==> src/design/cdq_pkg.sv <==
`timescale 1ns / 1ps

package cdq_pkg;

  localparam int unsigned PORT_W = 32;
  localparam int unsigned OCC_W  = 5;

  typedef enum logic [1:0] {
    OP_PUSH_REAR  = 2'd0,
    OP_PUSH_FRONT = 2'd1,
    OP_POP_FRONT  = 2'd2,
    OP_POP_REAR   = 2'd3
  } opcode_t;

  typedef enum logic [1:0] {
    STAT_DONE  = 2'd0,
    STAT_FULL  = 2'd1,
    STAT_EMPTY = 2'd2
  } status_t;

  typedef enum logic [1:0] {
    ST_IDLE,
    ST_EXEC,
    ST_SHOW
  } state_t;

  typedef enum logic [2:0] {
    ACT_NONE,
    ACT_PUSH_REAR,
    ACT_PUSH_FRONT,
    ACT_POP_FRONT,
    ACT_POP_REAR
  } act_t;

  typedef struct packed {
    logic    load;
    logic    capture;
    act_t    act;
    status_t result;
  } ctl_cmd_t;

  typedef struct packed {
    opcode_t op;
    logic    full;
    logic    empty;
  } dp_stat_t;

endpackage

==> src/design/cdq_ctrl.sv <==
`timescale 1ns / 1ps

module cdq_ctrl (
  input  logic              clk,
  input  logic              rst,
  input  logic              start,
  input  cdq_pkg::dp_stat_t stat,
  output cdq_pkg::ctl_cmd_t cmd,
  output logic              busy,
  output logic              done
);

  cdq_pkg::state_t state;
  cdq_pkg::state_t state_next;

  always_ff @(posedge clk) begin
    if (rst) begin
      state <= cdq_pkg::ST_IDLE;
    end else begin
      state <= state_next;
    end
  end

  always_comb begin
    state_next  = state;
    cmd.load    = 1'b0;
    cmd.capture = 1'b0;
    cmd.act     = cdq_pkg::ACT_NONE;
    cmd.result  = cdq_pkg::STAT_DONE;
    busy        = 1'b1;
    done        = 1'b0;
    case (state)
      cdq_pkg::ST_IDLE: begin
        busy = 1'b0;
        if (start) begin
          cmd.load   = 1'b1;
          state_next = cdq_pkg::ST_EXEC;
        end
      end
      cdq_pkg::ST_EXEC: begin
        cmd.capture = 1'b1;
        state_next  = cdq_pkg::ST_SHOW;
        case (stat.op)
          cdq_pkg::OP_PUSH_REAR, cdq_pkg::OP_PUSH_FRONT: begin
            if (stat.full) begin
              cmd.result = cdq_pkg::STAT_FULL;
            end else if (stat.op == cdq_pkg::OP_PUSH_REAR) begin
              cmd.act = cdq_pkg::ACT_PUSH_REAR;
            end else begin
              cmd.act = cdq_pkg::ACT_PUSH_FRONT;
            end
          end
          default: begin
            if (stat.empty) begin
              cmd.result = cdq_pkg::STAT_EMPTY;
            end else if (stat.op == cdq_pkg::OP_POP_FRONT) begin
              cmd.act = cdq_pkg::ACT_POP_FRONT;
            end else begin
              cmd.act = cdq_pkg::ACT_POP_REAR;
            end
          end
        endcase
      end
      cdq_pkg::ST_SHOW: begin
        done       = 1'b1;
        state_next = cdq_pkg::ST_IDLE;
      end
      default: begin
        state_next = cdq_pkg::ST_IDLE;
      end
    endcase
  end

  a_accept_to_done: assert property (@(posedge clk) disable iff (rst)
    (start && !busy) |=> ##1 done)
    else $error("item not answered two cycles after acceptance");

  a_no_push_when_full: assert property (@(posedge clk) disable iff (rst)
    stat.full |-> !(cmd.act == cdq_pkg::ACT_PUSH_REAR || cmd.act == cdq_pkg::ACT_PUSH_FRONT))
    else $error("push issued into a full ring");

  a_no_pop_when_empty: assert property (@(posedge clk) disable iff (rst)
    stat.empty |-> !(cmd.act == cdq_pkg::ACT_POP_FRONT || cmd.act == cdq_pkg::ACT_POP_REAR))
    else $error("pop issued from an empty ring");

endmodule

==> src/design/cdq_datapath.sv <==
`timescale 1ns / 1ps

module cdq_datapath #(
  parameter int unsigned DEPTH      = 16,
  parameter int unsigned DATA_WIDTH = 32
) (
  input  logic                                clk,
  input  logic                                rst,
  input  cdq_pkg::ctl_cmd_t                   cmd,
  input  logic [1:0]                          opcode,
  input  logic signed [cdq_pkg::PORT_W-1:0]   data_in,
  output cdq_pkg::dp_stat_t                   stat,
  output logic signed [cdq_pkg::PORT_W-1:0]   data_out,
  output logic [1:0]                          status,
  output logic [cdq_pkg::OCC_W-1:0]           occupancy
);

  localparam int unsigned PTR_W  = (DEPTH > 1) ? $clog2(DEPTH) : 1;
  localparam int unsigned CNT_W  = $clog2(DEPTH + 1);
  localparam int unsigned WIDE_W = (DATA_WIDTH > cdq_pkg::PORT_W) ? DATA_WIDTH : cdq_pkg::PORT_W;
  localparam int unsigned EXT_W  = (CNT_W > cdq_pkg::OCC_W) ? CNT_W : cdq_pkg::OCC_W;
  localparam logic [PTR_W-1:0] LAST = PTR_W'(DEPTH - 1);

  logic [DATA_WIDTH-1:0] mem [DEPTH];

  cdq_pkg::opcode_t      op;
  logic [DATA_WIDTH-1:0] word;
  logic [PTR_W-1:0]      head;
  logic [PTR_W-1:0]      tail;
  logic [CNT_W-1:0]      count;
  logic [DATA_WIDTH-1:0] rd_data;
  logic                  pop_ok;
  cdq_pkg::status_t      result;

  logic [WIDE_W-1:0]     wide_in;
  logic [WIDE_W-1:0]     rd_wide;
  logic [EXT_W-1:0]      cnt_ext;
  logic [PTR_W-1:0]      head_inc;
  logic [PTR_W-1:0]      head_dec;
  logic [PTR_W-1:0]      tail_inc;
  logic [PTR_W-1:0]      tail_dec;
  logic [PTR_W-1:0]      addr;
  logic                  empty;
  logic                  wr_en;
  logic                  is_pop;

  assign empty    = (count == '0);
  assign head_inc = (head == LAST) ? '0 : head + 1'b1;
  assign head_dec = (head == '0) ? LAST : head - 1'b1;
  assign tail_inc = (tail == LAST) ? '0 : tail + 1'b1;
  assign tail_dec = (tail == '0) ? LAST : tail - 1'b1;

  assign stat.op    = op;
  assign stat.full  = (count == CNT_W'(DEPTH));
  assign stat.empty = empty;

  assign wr_en  = (cmd.act == cdq_pkg::ACT_PUSH_REAR) || (cmd.act == cdq_pkg::ACT_PUSH_FRONT);
  assign is_pop = (cmd.act == cdq_pkg::ACT_POP_FRONT) || (cmd.act == cdq_pkg::ACT_POP_REAR);

  always_comb begin
    case (cmd.act)
      cdq_pkg::ACT_PUSH_REAR:  addr = empty ? '0 : tail_inc;
      cdq_pkg::ACT_PUSH_FRONT: addr = empty ? '0 : head_dec;
      cdq_pkg::ACT_POP_REAR:   addr = tail;
      default:                 addr = head;
    endcase
  end

  // sign-extend, then keep the stored width
  assign wide_in = WIDE_W'(data_in);

  always_ff @(posedge clk) begin
    if (cmd.load) begin
      op   <= cdq_pkg::opcode_t'(opcode);
      word <= wide_in[DATA_WIDTH-1:0];
    end
  end

  always_ff @(posedge clk) begin
    if (wr_en) begin
      mem[addr] <= word;
    end
    rd_data <= mem[addr];
  end

  always_ff @(posedge clk) begin
    if (rst) begin
      head   <= '0;
      tail   <= '0;
      count  <= '0;
      pop_ok <= 1'b0;
      result <= cdq_pkg::STAT_DONE;
    end else begin
      if (cmd.capture) begin
        pop_ok <= is_pop;
        result <= cmd.result;
      end
      case (cmd.act)
        cdq_pkg::ACT_PUSH_REAR: begin
          if (empty) begin
            head <= '0;
            tail <= '0;
          end else begin
            tail <= tail_inc;
          end
          count <= count + 1'b1;
        end
        cdq_pkg::ACT_PUSH_FRONT: begin
          if (empty) begin
            head <= '0;
            tail <= '0;
          end else begin
            head <= head_dec;
          end
          count <= count + 1'b1;
        end
        cdq_pkg::ACT_POP_FRONT: begin
          head  <= head_inc;
          count <= count - 1'b1;
        end
        cdq_pkg::ACT_POP_REAR: begin
          tail  <= tail_dec;
          count <= count - 1'b1;
        end
        default: begin
        end
      endcase
    end
  end

  assign rd_wide   = WIDE_W'(rd_data);
  assign data_out  = pop_ok ? signed'(rd_wide[cdq_pkg::PORT_W-1:0]) : '0;
  assign status    = result;
  assign cnt_ext   = EXT_W'(count);
  assign occupancy = cnt_ext[cdq_pkg::OCC_W-1:0];

  a_count_in_range: assert property (@(posedge clk) disable iff (rst)
    count <= CNT_W'(DEPTH))
    else $error("entry count beyond ring depth");

  a_pop_decrements: assert property (@(posedge clk) disable iff (rst)
    is_pop |=> (count + 1'b1) == $past(count))
    else $error("pop did not take one entry");

  a_push_increments: assert property (@(posedge clk) disable iff (rst)
    wr_en |=> count == $past(count) + 1'b1)
    else $error("push did not add one entry");

endmodule

==> src/design/circular_deque.sv <==
`timescale 1ns / 1ps
// result strobe (done) comes in the SHOW state, after the EXEC state, held one cycle
// a new item is taken only in the idle state, once the previous result has shown
// busy stays high from acceptance until the result cycle has ended
// the receiver cannot stall: each result shows for exactly one cycle
// reset (rst, synchronous): pointers, count and controller cleared, ring contents kept

module circular_deque #(
  parameter int unsigned DEPTH      = 16,
  parameter int unsigned DATA_WIDTH = 32
) (
  input  logic                              clk,
  input  logic                              rst,
  input  logic                              start,
  input  logic [1:0]                        opcode,
  input  logic signed [cdq_pkg::PORT_W-1:0] data_in,
  output logic                              busy,
  output logic                              done,
  output logic signed [cdq_pkg::PORT_W-1:0] data_out,
  output logic [1:0]                        status,
  output logic [cdq_pkg::OCC_W-1:0]         occupancy
);

  cdq_pkg::ctl_cmd_t cmd;
  cdq_pkg::dp_stat_t stat;

  cdq_ctrl u_ctrl (
    .clk   (clk),
    .rst   (rst),
    .start (start),
    .stat  (stat),
    .cmd   (cmd),
    .busy  (busy),
    .done  (done)
  );

  cdq_datapath #(
    .DEPTH      (DEPTH),
    .DATA_WIDTH (DATA_WIDTH)
  ) u_datapath (
    .clk       (clk),
    .rst       (rst),
    .cmd       (cmd),
    .opcode    (opcode),
    .data_in   (data_in),
    .stat      (stat),
    .data_out  (data_out),
    .status    (status),
    .occupancy (occupancy)
  );

endmodule

==> config.mk <==
export PLATFORM = sky130hd
export DESIGN_NAME = circular_deque
export DESIGN_NICKNAME = d
export VERILOG_FILES = /design/src/design/cdq_pkg.sv /design/src/design/cdq_ctrl.sv /design/src/design/cdq_datapath.sv /design/src/design/circular_deque.sv
export SDC_FILE = /design/constraint.sdc
export NUM_CORES = 1
export LEC_CHECK = 0
export ABC_AREA = 0
export BUFFER_PORTS_ARGS = -buffer_cell sky130_fd_sc_hd__buf_2
export CORE_MARGIN = 8
export CORE_UTILIZATION = 47
export CTS_BUF_LIST = sky130_fd_sc_hd__clkbuf_16
export DETAILED_ROUTE_END_ITERATION = 7
export MAX_ROUTING_LAYER = met4
export SYNTH_ARGS = -nofsm -noshare
export SYNTH_HDL_FRONTEND = slang
export SYNTH_SLANG_ARGS = --single-unit
==> constraint.sdc <==
create_clock -name clk -period 7 [get_ports clk]
set_clock_uncertainty 0.1 [all_clocks]
set_input_delay 0.7 -clock clk [delete_from_list [all_inputs] [get_ports clk]]
set_output_delay 0.7 -clock clk [all_outputs]
set_load 0.01 [all_outputs]
---- Word level (Yosys, flattened, before mapping) ----
Memories as Yosys holds them, arrays and structs flattened. A register that Yosys moved wholly into a read port is not among the register bits.
Index checks and enable logic that the tools add are counted.
storage, ports and cells
  register bits after elaboration ......... 52
  logic and storage cells ................. 72
  output and inout port bits .............. 41
  memory bits (writable) .................. 512
  memories ................................ 1
memories
  name            depth  bits a word  read ports  clocked after Yosys merged registers in  wr ports  RTL line            source
  u_datapath.mem  16     32           1           1                                        1         cdq_datapath.sv:24  logic [DATA_WIDTH-1:0] mem [DEPTH];
operators by class
  add/subtract/negate cells ............... 6
  mux-type cells .......................... 28
  reductions and logical operators ........ 15
  eq/ne operators ......................... 14
operator list
  cell                 number
  $pmux 4 s3           3
  $mux 32              1
  $mux 4               7
  $pmux 5 s2           1
  $mux 3               3
  $add 4x1->4 const B  2
  $eq 4x4->1 const B   2
  $logic_not 4->1      2
  $sub 4x1->4 const B  2
  $mux 1               7
  $eq 3x2->1 const B   2
  $mux 2               3
  $mux 6               1
  $reduce_bool 3->1    2
  $reduce_or 2->1      3
  $add 5x1->5 const B  1
  $eq 5x5->1 const B   1
  $logic_not 5->1      1
  $mux 5               1
  $sub 5x1->5 const B  1
  $eq 2x1->1 const B   2
  $eq 2x2->1 const B   2
  $logic_not 2->1      2
  $ne 2x1->1 const B   2
  7 further kinds      9

---- Depth between registers and ports, before layout ----
Gate-level depths: netlist of the first run.
  depth in word-level cells ............... 9
  gate-level depth with buffers ........... 13
  depth with buffers taken out ............ 11

---- Cells and area by module ----
A second synthesis of the first run with hierarchy kept.
unflattened totals
  cells, all modules ...................... 1,549
  area, all modules ....................... 23,508.8 um2
by module, submodules not included
  module        instances  area an instance (um2)  seq. area each (um2)  cells an instance
  cdq_datapath  1          23,349.9                17,356.6              1,531
  cdq_ctrl      1          158.9                   40.0                  18

---- Worst setup path before layout of the first run ----
OpenSTA, ideal clock, no wires.
  path type ............................... reg-to-reg
  start ................................... register u_datapath.head[0]
  end ..................................... memory u_datapath.mem[13][0], enable pin
  stages on the path, launching flop included .. 12
  period minus slack after synthesis ...... 5,051 ps
  slack ................................... 1,949 ps
  arrival time ............................ 4,490 ps
  buffers on the path ..................... 4
  data required time ...................... 6,439 ps
  cells stage by stage .................... dfxtp_1 > clkbuf_1 > inv_1 > ha_1 > or3b_1 > and3_1 > nor3_1 > buf_2 > nor2_8 > buf_4 > buf_2 > nor3_1
between the ends
  word-level cells in the longest chain between the ends .. 4
  elaborated cells between the ends (all ways) .. 5
  classes of those cells .................. add/sub (1); mux (3); reduce/logical (1)
ends and longest elaborated chain
  element                                                RTL line             source
  from (decl)                                            cdq_datapath.sv:28   logic [PTR_W-1:0] head;
  from (signal assigned)                                 cdq_datapath.sv:118  head <= head_inc;
  $sub 4x1->4 / $logic_not 4->1 (equally long branches)  cdq_datapath.sv:49   assign head_dec = (head == '0) ? LAST : head - 1'b1;
  $mux 4                                                 cdq_datapath.sv:49
  $mux 4                                                 cdq_datapath.sv:63   cdq_pkg::ACT_PUSH_FRONT: addr = empty ? '0 : head_dec;
  $pmux 4 s3 (*)                                         cdq_datapath.sv:61   case (cmd.act)
  to (decl)                                              cdq_datapath.sv:24
Mark *: on every way between the ends. The rest lies on a longest branch, timed or not.

---- Worst setup path in the final report of the first run ----
  start ................................... register u_datapath.head[0]
  end ..................................... memory u_datapath.mem[0][23], enable pin
The elaborated chain is that of the path after synthesis.

==> out/results.tsv, run 1 <==
metric	value	unit
clkPwrFrac	0.421	
cts_tree	done	
cts_root_buf	clkbuf_16	
combPwrFrac	0.028	
yosys.cell_count.top_type	edfxtp_1	
core	0.0499	mm^2
synth-edff-count	546	
synth_flop_cell	edfxtp_1	
viasPerCell	6.07	
rsz0062_at_grt	false	
status	finished clean	
hold_viol_final	0	
rrSetupSlack	2.46	ns
switching_share	0.210	
path_delay_family	simple AND/OR/NAND/NOR gates	
drive_gt1_frac	0.130	
synth_nets	1705	
grt.busiest_layer	met2	
numClockSinks	596	
clk_latency	0.61	ns
critPathArrivalTime	4.74	ns
end_kind	flop	
ys_top_cells_by_count	546 x edfxtp_1, 163 x a31oi_1, 144 x a21oi_1, 144 x nand2_1, 134 x o21ai_0	
yosysSeqAreaShare	0.736	
synthesis.area	0.0236	mm^2
start_util	0.474	
reg2reg_from	u_datapath.head[0]	
first_pass_iters	7	
startpoint	u_datapath.head[0]	
synthTopCellsByArea	edfxtp_1 69%, a31oi_1 4.3%, dfxtp_1 4.2%, a21oi_1 3.1%, o21ai_0 2.8%	
placed_area	0.0246	mm^2
cts_resized	0	
final_core_util	0.531	
synth-compound-area-share	0.174	
grt_pass1_wl	90900	um
drc	0	
place_congestion	0.814	
synth_seq_cells	596	
grt_use_total	0.211	
worst-path-stages	9	
hold_path.startpoint	data_in[15]	
synth_top_family_by_area	compound AO/OA/AOI/OAI gates	
post-dp-hpwl	30700	um
seqPwrFrac	0.551	
path_buf_inv	3	
layoutNonFillerInstCount	2422	
portBuffers	77	
cts_setup_buffers	0	
ioPinCount	78	
design_area	0.0265	mm^2
grt_use_met1	0.284	
max_slew.worst_pin.slew	1.14	ns
yosys.area.top_type	edfxtp_1	
crit_type	reg2reg	
async_flop_share	0	
cpPeakStageDelay	0.77	ns
synth_top_area_share	0.694	
drt-wirelength-per-cell	24.6	um
grt_pass1_vias	14600	
pwr_density_cell	275	mW/mm^2
wl	59600	um
nNetsFinal	1744	
synth_area_per_cell	14.2	um^2
num_rows	82	
vdd_drop_max	0.000184	V
ys_types	65	
slew_headroom	0.240	
drt_iter0_markers	1177	
yosys.area_share.simple	0.0502	
required	7.20	ns
die_w	240	um
clockBufferDepth	3	
final.period_utilization	0.648	
power_leakage	8.58	nW
die_area	0.0577	mm^2
hold_buffers	0	
finalSetupTns	0	ns
grt_max_degree	137	
regToRegEndpoint	u_datapath.mem[0][23]	
globalRouteOverflowTotal	0	
finalSetupViolCount	0	
final_antenna_net_count	0	
synthCells	1660	
htree_levels	2	
synth_warnings	0	
r2r_cells	9	
grt_util_met3	0.0262	
clkSlewWorstSetupHoldPaths	0.06	ns
vias	14700	
p_int	0.00575	W
dp_cells	2308	
met2_usage	0.335	
yosys.area_share.xor_xnor	0.00148	
p_sw	0.00153	W
path_cells	inv_1 -> ha_1 -> or3b_1 -> and3_1 -> nor3_2 -> or2_4 -> buf_4 -> nor3_2 -> buf_4	
critPathLaunchType	flop	
cp-endpoint	u_datapath.mem[0][23]	
antenna_found_initial	1	
numCtsBuffers	61	
cpMaxStageDelayCell	buf_4	
antenna_cells	0	
synthAdderAreaFrac	0.00456	
hold_path_class	in2reg	
muxShareOfSynthArea	0.00127	
drv_cap	0	
slew_viol_final	0	
die_h	240	um
areaGrowthSynthToFinish	12.2	%
holdWs	0.152	ns
fin_crit	4.54	ns
crit_fanout	75	
clock.fmax	220	MHz
## worst min path at each step
stage                           end  slack, ns  depth (start not counted)
2_1_floorplan     u_datapath.pop_ok       0.37                          2
3_3_place_gp   u_datapath.status[1]       0.35                          2
3_5_place_dp   u_datapath.status[1]       0.36                          2
4_1_cts         u_datapath.word[15]       0.12                          1
5_1_grt         u_datapath.word[28]       0.13                          1
6_report        u_datapath.word[15]       0.15                          1
## power by group through the flow
stage                     Sequential [W]  Clock, W  Combinational (W)
after CTS                        0.00401   0.00311           0.000208
after floorplan                  0.00405         0           0.000147
after global routing             0.00402   0.00325           0.000228
after global placement           0.00408         0           0.000203
after detailed placement         0.00409         0           0.000206
final                            0.00401   0.00306           0.000206
## worst reg2reg max path: cells and delay by family, from the launching register on
family	cells	cell delay (ns)
simple gates	5	2.13
buf+inv	3	1.34
flops	1	0.42
fa+ha+maj	1	0.23
## per-stage QoR
step	setup WS, ns	total power [W]
floorplan	1.95	0.00420
global placement	2.54	0.00429
detailed placement	2.46	0.00429
CTS	2.43	0.00733
global route	2.15	0.00749
finish	2.46	0.00728
## final cells by class
cell class                 count  area, um^2
fill                        4222       23400
timing repair buffer         117         698
clock inverter                52         338
clock buffer                  62        1550
inverter                      14        52.6
tap                          672         841
multi-input combinational    909        5620
sequential                   596       17400
## sequential cells by signal (all words and copies together) (netlist names)
signal	count
u_datapath.rd_data	32
u_datapath.head	4
u_datapath.word	32
u_datapath.tail	4
u_datapath.op	2
u_datapath.status	2
u_datapath.pop_ok	1
u_ctrl.state	2
u_datapath.occupancy	5
u_datapath.mem	512
## logic make-up after synthesis
group / Yosys count
xor gates and xnor gates: 4
DFF: 596
muxes: 3
adders and majority gates: 8
AOI/OAI and AO/OA: 639
buffers and inverters: 155
and+or+nand+nor: 255
## layer usage
metal,share of wire,wire [um]
met5,0,0
met4,0.028,1650
met3,0.056,3360
met2,0.48,28400
met1,0.44,26200
## cells in the final DEF (no fill, tap or decap), drive strengths merged, types with 3 or more instances in the layout
cell    synthesis  final
nor3           23     23
o21ai         137    137
clkinv          0     31
bufinv          0      4
nand2b          5      5
a31oi         164    164
inv            14     29
a21oi         144    144
dfxtp          50     50
nor2b           7      7
buf            67    117
xnor2           4      4
a221oi         34     34
nor2           25     25
and2           32     32
a211oi          6      6
ha              7      7
o211ai          4      4
mux2i           3      3
a21o           65     65
a221o          32     32
o311ai         33     33
nand2         144    144
edfxtp        546    546
clkbuf         74     62
Note: power is estimated with default switching activity, not from simulation.
==> run 2, diff against run 1 <==
ABC_AREA = 1   (was 0)
PLACE_DENSITY = 0.65   (was not set)
clock period = 4.1 ns   (was 7 ns; I/O delays follow)
==> out/results.tsv, run 2 <==
metric	value	unit	change
status	finished clean		unchanged
finalSetupViolCount	0		unchanged
die_w	248	um	was 240 um
crit_type	reg2reg		unchanged
grt_use_total	0.212		was 0.211
finalSetupTns	0	ns	unchanged
drt-met1-wl	27300	um	was 26200 um
antenna_cells	0		unchanged
synth_seq_cells	596		unchanged
synth-edff-count	546		unchanged
synthTopCellsByArea	edfxtp_1 65%, nand2_1 18%, nand3_1 5.3%, dfxtp_1 4.0%, inv_1 1.8%		was edfxtp_1 69%, a31oi_1 4.3%, dfxtp_1 4.2%, a21oi_1 3.1%, o21ai_0 2.8%
globalRouteOverflowTotal	0		unchanged
slew_headroom	0.288		was 0.240
synthAdderAreaFrac	0.00427		was 0.00456
numClockSinks	596		unchanged
grt_pass1_vias	16900		was 14600
yosys.cell_count.top_type	nand2_1		was edfxtp_1
power_leakage	12.2	nW	was 8.58 nW
synth-compound-area-share	0.0117		was 0.174
areaGrowthSynthToFinish	14.1	%	was 12.2%
crit_fanout	12		was 75
first_pass_iters	5		was 7
design_area	0.0288	mm^2	was 0.0265 mm^2
top_regs	u_datapath.mem (512), u_datapath.rd_data (32), u_datapath.word (32)		unchanged
clk_latency	0.64	ns	was 0.61 ns
wl_met3	3910	um	was 3360 um
drc	0		unchanged
grt_pass1_wl	97600	um	was 90900 um
max_slew.worst_pin.slew	1.07	ns	was 1.14 ns
slew_viol_final	0		unchanged
final_antenna_net_count	0		unchanged
drt-wirelength-per-cell	19.2	um	was 24.6 um
synthesis.area	0.0252	mm^2	was 0.0236 mm^2
cts_root_buf	clkbuf_16		unchanged
hold_viol_final	0		unchanged
largest-register	u_datapath.mem		unchanged
holdWs	0.377	ns	was 0.152 ns
core	0.0534	mm^2	was 0.0499 mm^2
required	4.33	ns	was 7.20 ns
top_layer	met4		unchanged
fin_crit	3.54	ns	was 4.54 ns
final.period_utilization	0.863		was 0.648
portBuffers	77		unchanged
layoutNonFillerInstCount	3280		was 2422
die_h	248	um	was 240 um
synth_top_family_by_area	simple AND/OR/NAND/NOR gates		was compound AO/OA/AOI/OAI gates
yosys.area_share.xor_xnor	0.00139		was 0.00148
clockBufferDepth	3		unchanged
yosys.area.top_type	edfxtp_1		unchanged
total_power	0.0142	W	was 0.00728 W
dp_cells	3132		was 2308
largest_reg_flops	512		unchanged
numCtsBuffers	60		was 61
synthCells	2445		was 1660
num_rows	85		was 82
async_flop_share	0		unchanged
drive_gt1_frac	0.102		was 0.130
die_area	0.0613	mm^2	was 0.0577 mm^2
drv_cap	0		unchanged
wl_met2	30200	um	was 28400 um
synth_warnings	0		unchanged
clock.fmax	282	MHz	was 220 MHz
muxShareOfSynthArea	0		was 0.00127
pwr_density_cell	493	mW/mm^2	was 275 mW/mm^2
vdd_drop_max	0.000334	V	was 0.000184 V
final_common_cell	nand2_1		was edfxtp_1
placed_area	0.0265	mm^2	was 0.0246 mm^2
htree_levels	2		unchanged
grt_max_degree	179		was 137
drt_iter0_markers	1625		was 1177
place_congestion	0.804		was 0.814
hold_path_class	reg2reg		was in2reg
yosysSeqAreaShare	0.690		was 0.736
layout_common_cells	1197 x nand2_1, 546 x edfxtp_1, 269 x nand3_1		was 546 x edfxtp_1, 163 x a31oi_1, 144 x a21oi_1
vias	17300		was 14700
end_kind	flop		unchanged
synth_flop_cell	edfxtp_1		unchanged
wl	63000	um	was 59600 um
yosys.area_share.simple	0.245		was 0.0502
start_util	0.472		was 0.474
ys_top_cells_by_count	1197 x nand2_1, 546 x edfxtp_1, 269 x nand3_1		was 546 x edfxtp_1, 163 x a31oi_1, 144 x a21oi_1, 144 x nand2_1, 134 x o21ai_0
nNetsFinal	2579		was 1744
critPathLaunchType	flop		unchanged
ys_types	37		was 65
antenna_found_initial	1		unchanged
critPathArrivalTime	3.77	ns	was 4.74 ns
synth_area_per_cell	10.3	um^2	was 14.2 um^2
synth_top_area_share	0.650		was 0.694
synth_nets	2490		was 1705
post-dp-hpwl	31900	um	was 30700 um
ioPinCount	78		unchanged
clkSlewWorstSetupHoldPaths	0.06	ns	about the same
viasPerCell	5.27		was 6.07
rsz0062_at_grt	false		unchanged
cts_tree	done		unchanged
run 2: timing repair:
item | in CTS | in global routing
hold endpoints to repair | 40 | 0
hold buffers | 36 | 0
gates resized for setup | 0 | 0
buffers inserted | 0 | 0
run 2: area by class of cell:
type | instances | area, um^2
multi-input cells | 1587 | 6810
flip-flops and latches | 596 | 17400
repair buffers | 158 | 1270
inverters | 131 | 492
clock buffers | 60 | 1500
clock inverters | 52 | 435
well taps | 696 | 871
fillers | 4600 | 24600
run 2: cells by family after synthesis:
kind of cell,count (synthesis)
XOR/XNOR,4
AND/OR/NAND/NOR,1526
AO/OA/AOI/OAI,49
flip-flops,596
buffers and inverters,262
adder cells (fa/ha/maj),8
run 2: worst max-delay path, cell delays in order, from the launching register on:
cell	delay (ns)
dfxtp_1	0.34
nor2_1	0.23
nand3_2	0.29
nand2_1	0.18
nand2_1	0.08
nand2_2	0.12
inv_2	0.05
nand2_2	0.11
nand2_4	0.09
inv_2	0.09
nand2_4	0.09
o21ai_2	0.30
inv_2	0.12
nor2_4	0.10
nand2_1	0.25
nor2_4	0.49
buf_12	0.21
run 2: worst paths after layout:
path,startpoint,end,slack [ns],depth (start not counted)
worst min-delay path,u_datapath.status[1],u_datapath.status[1],0.38,2
worst min register to register,u_datapath.status[1],u_datapath.status[1],0.38,2
worst max register to register,u_datapath.occupancy[2],u_datapath.mem[8][9],0.56,16
worst max-delay path,u_datapath.occupancy[2],u_datapath.mem[8][9],0.56,16
run 2: layer usage:
layer,global-route usage,vias up
li1,-,8234
met5,-,-
met2,0.343,524
met3,0.0337,112
met4,0.0603,0
met1,0.276,8402
run 2: power breakdown:
part / leakage (nW) / internal [W] / switching [W] / total (W)
clock: 1.03 / 0.00309 / 0.00231 / 0.00541
combinational: 5.79 / 0.000520 / 0.00125 / 0.00177
sequential: 5.35 / 0.00685 / 0.000165 / 0.00702
total: 12.2 / 0.0105 / 0.00373 / 0.0142
run 2: per-stage QoR:
stage	worst slack [ns]	utilization
6_report	0.560	0.539
5_1_grt	0.320	0.539
4_1_cts	0.581	0.539
3_5_place_dp	0.616	0.496
3_3_place_gp	0.682	0.496
2_1_floorplan	0.245	-
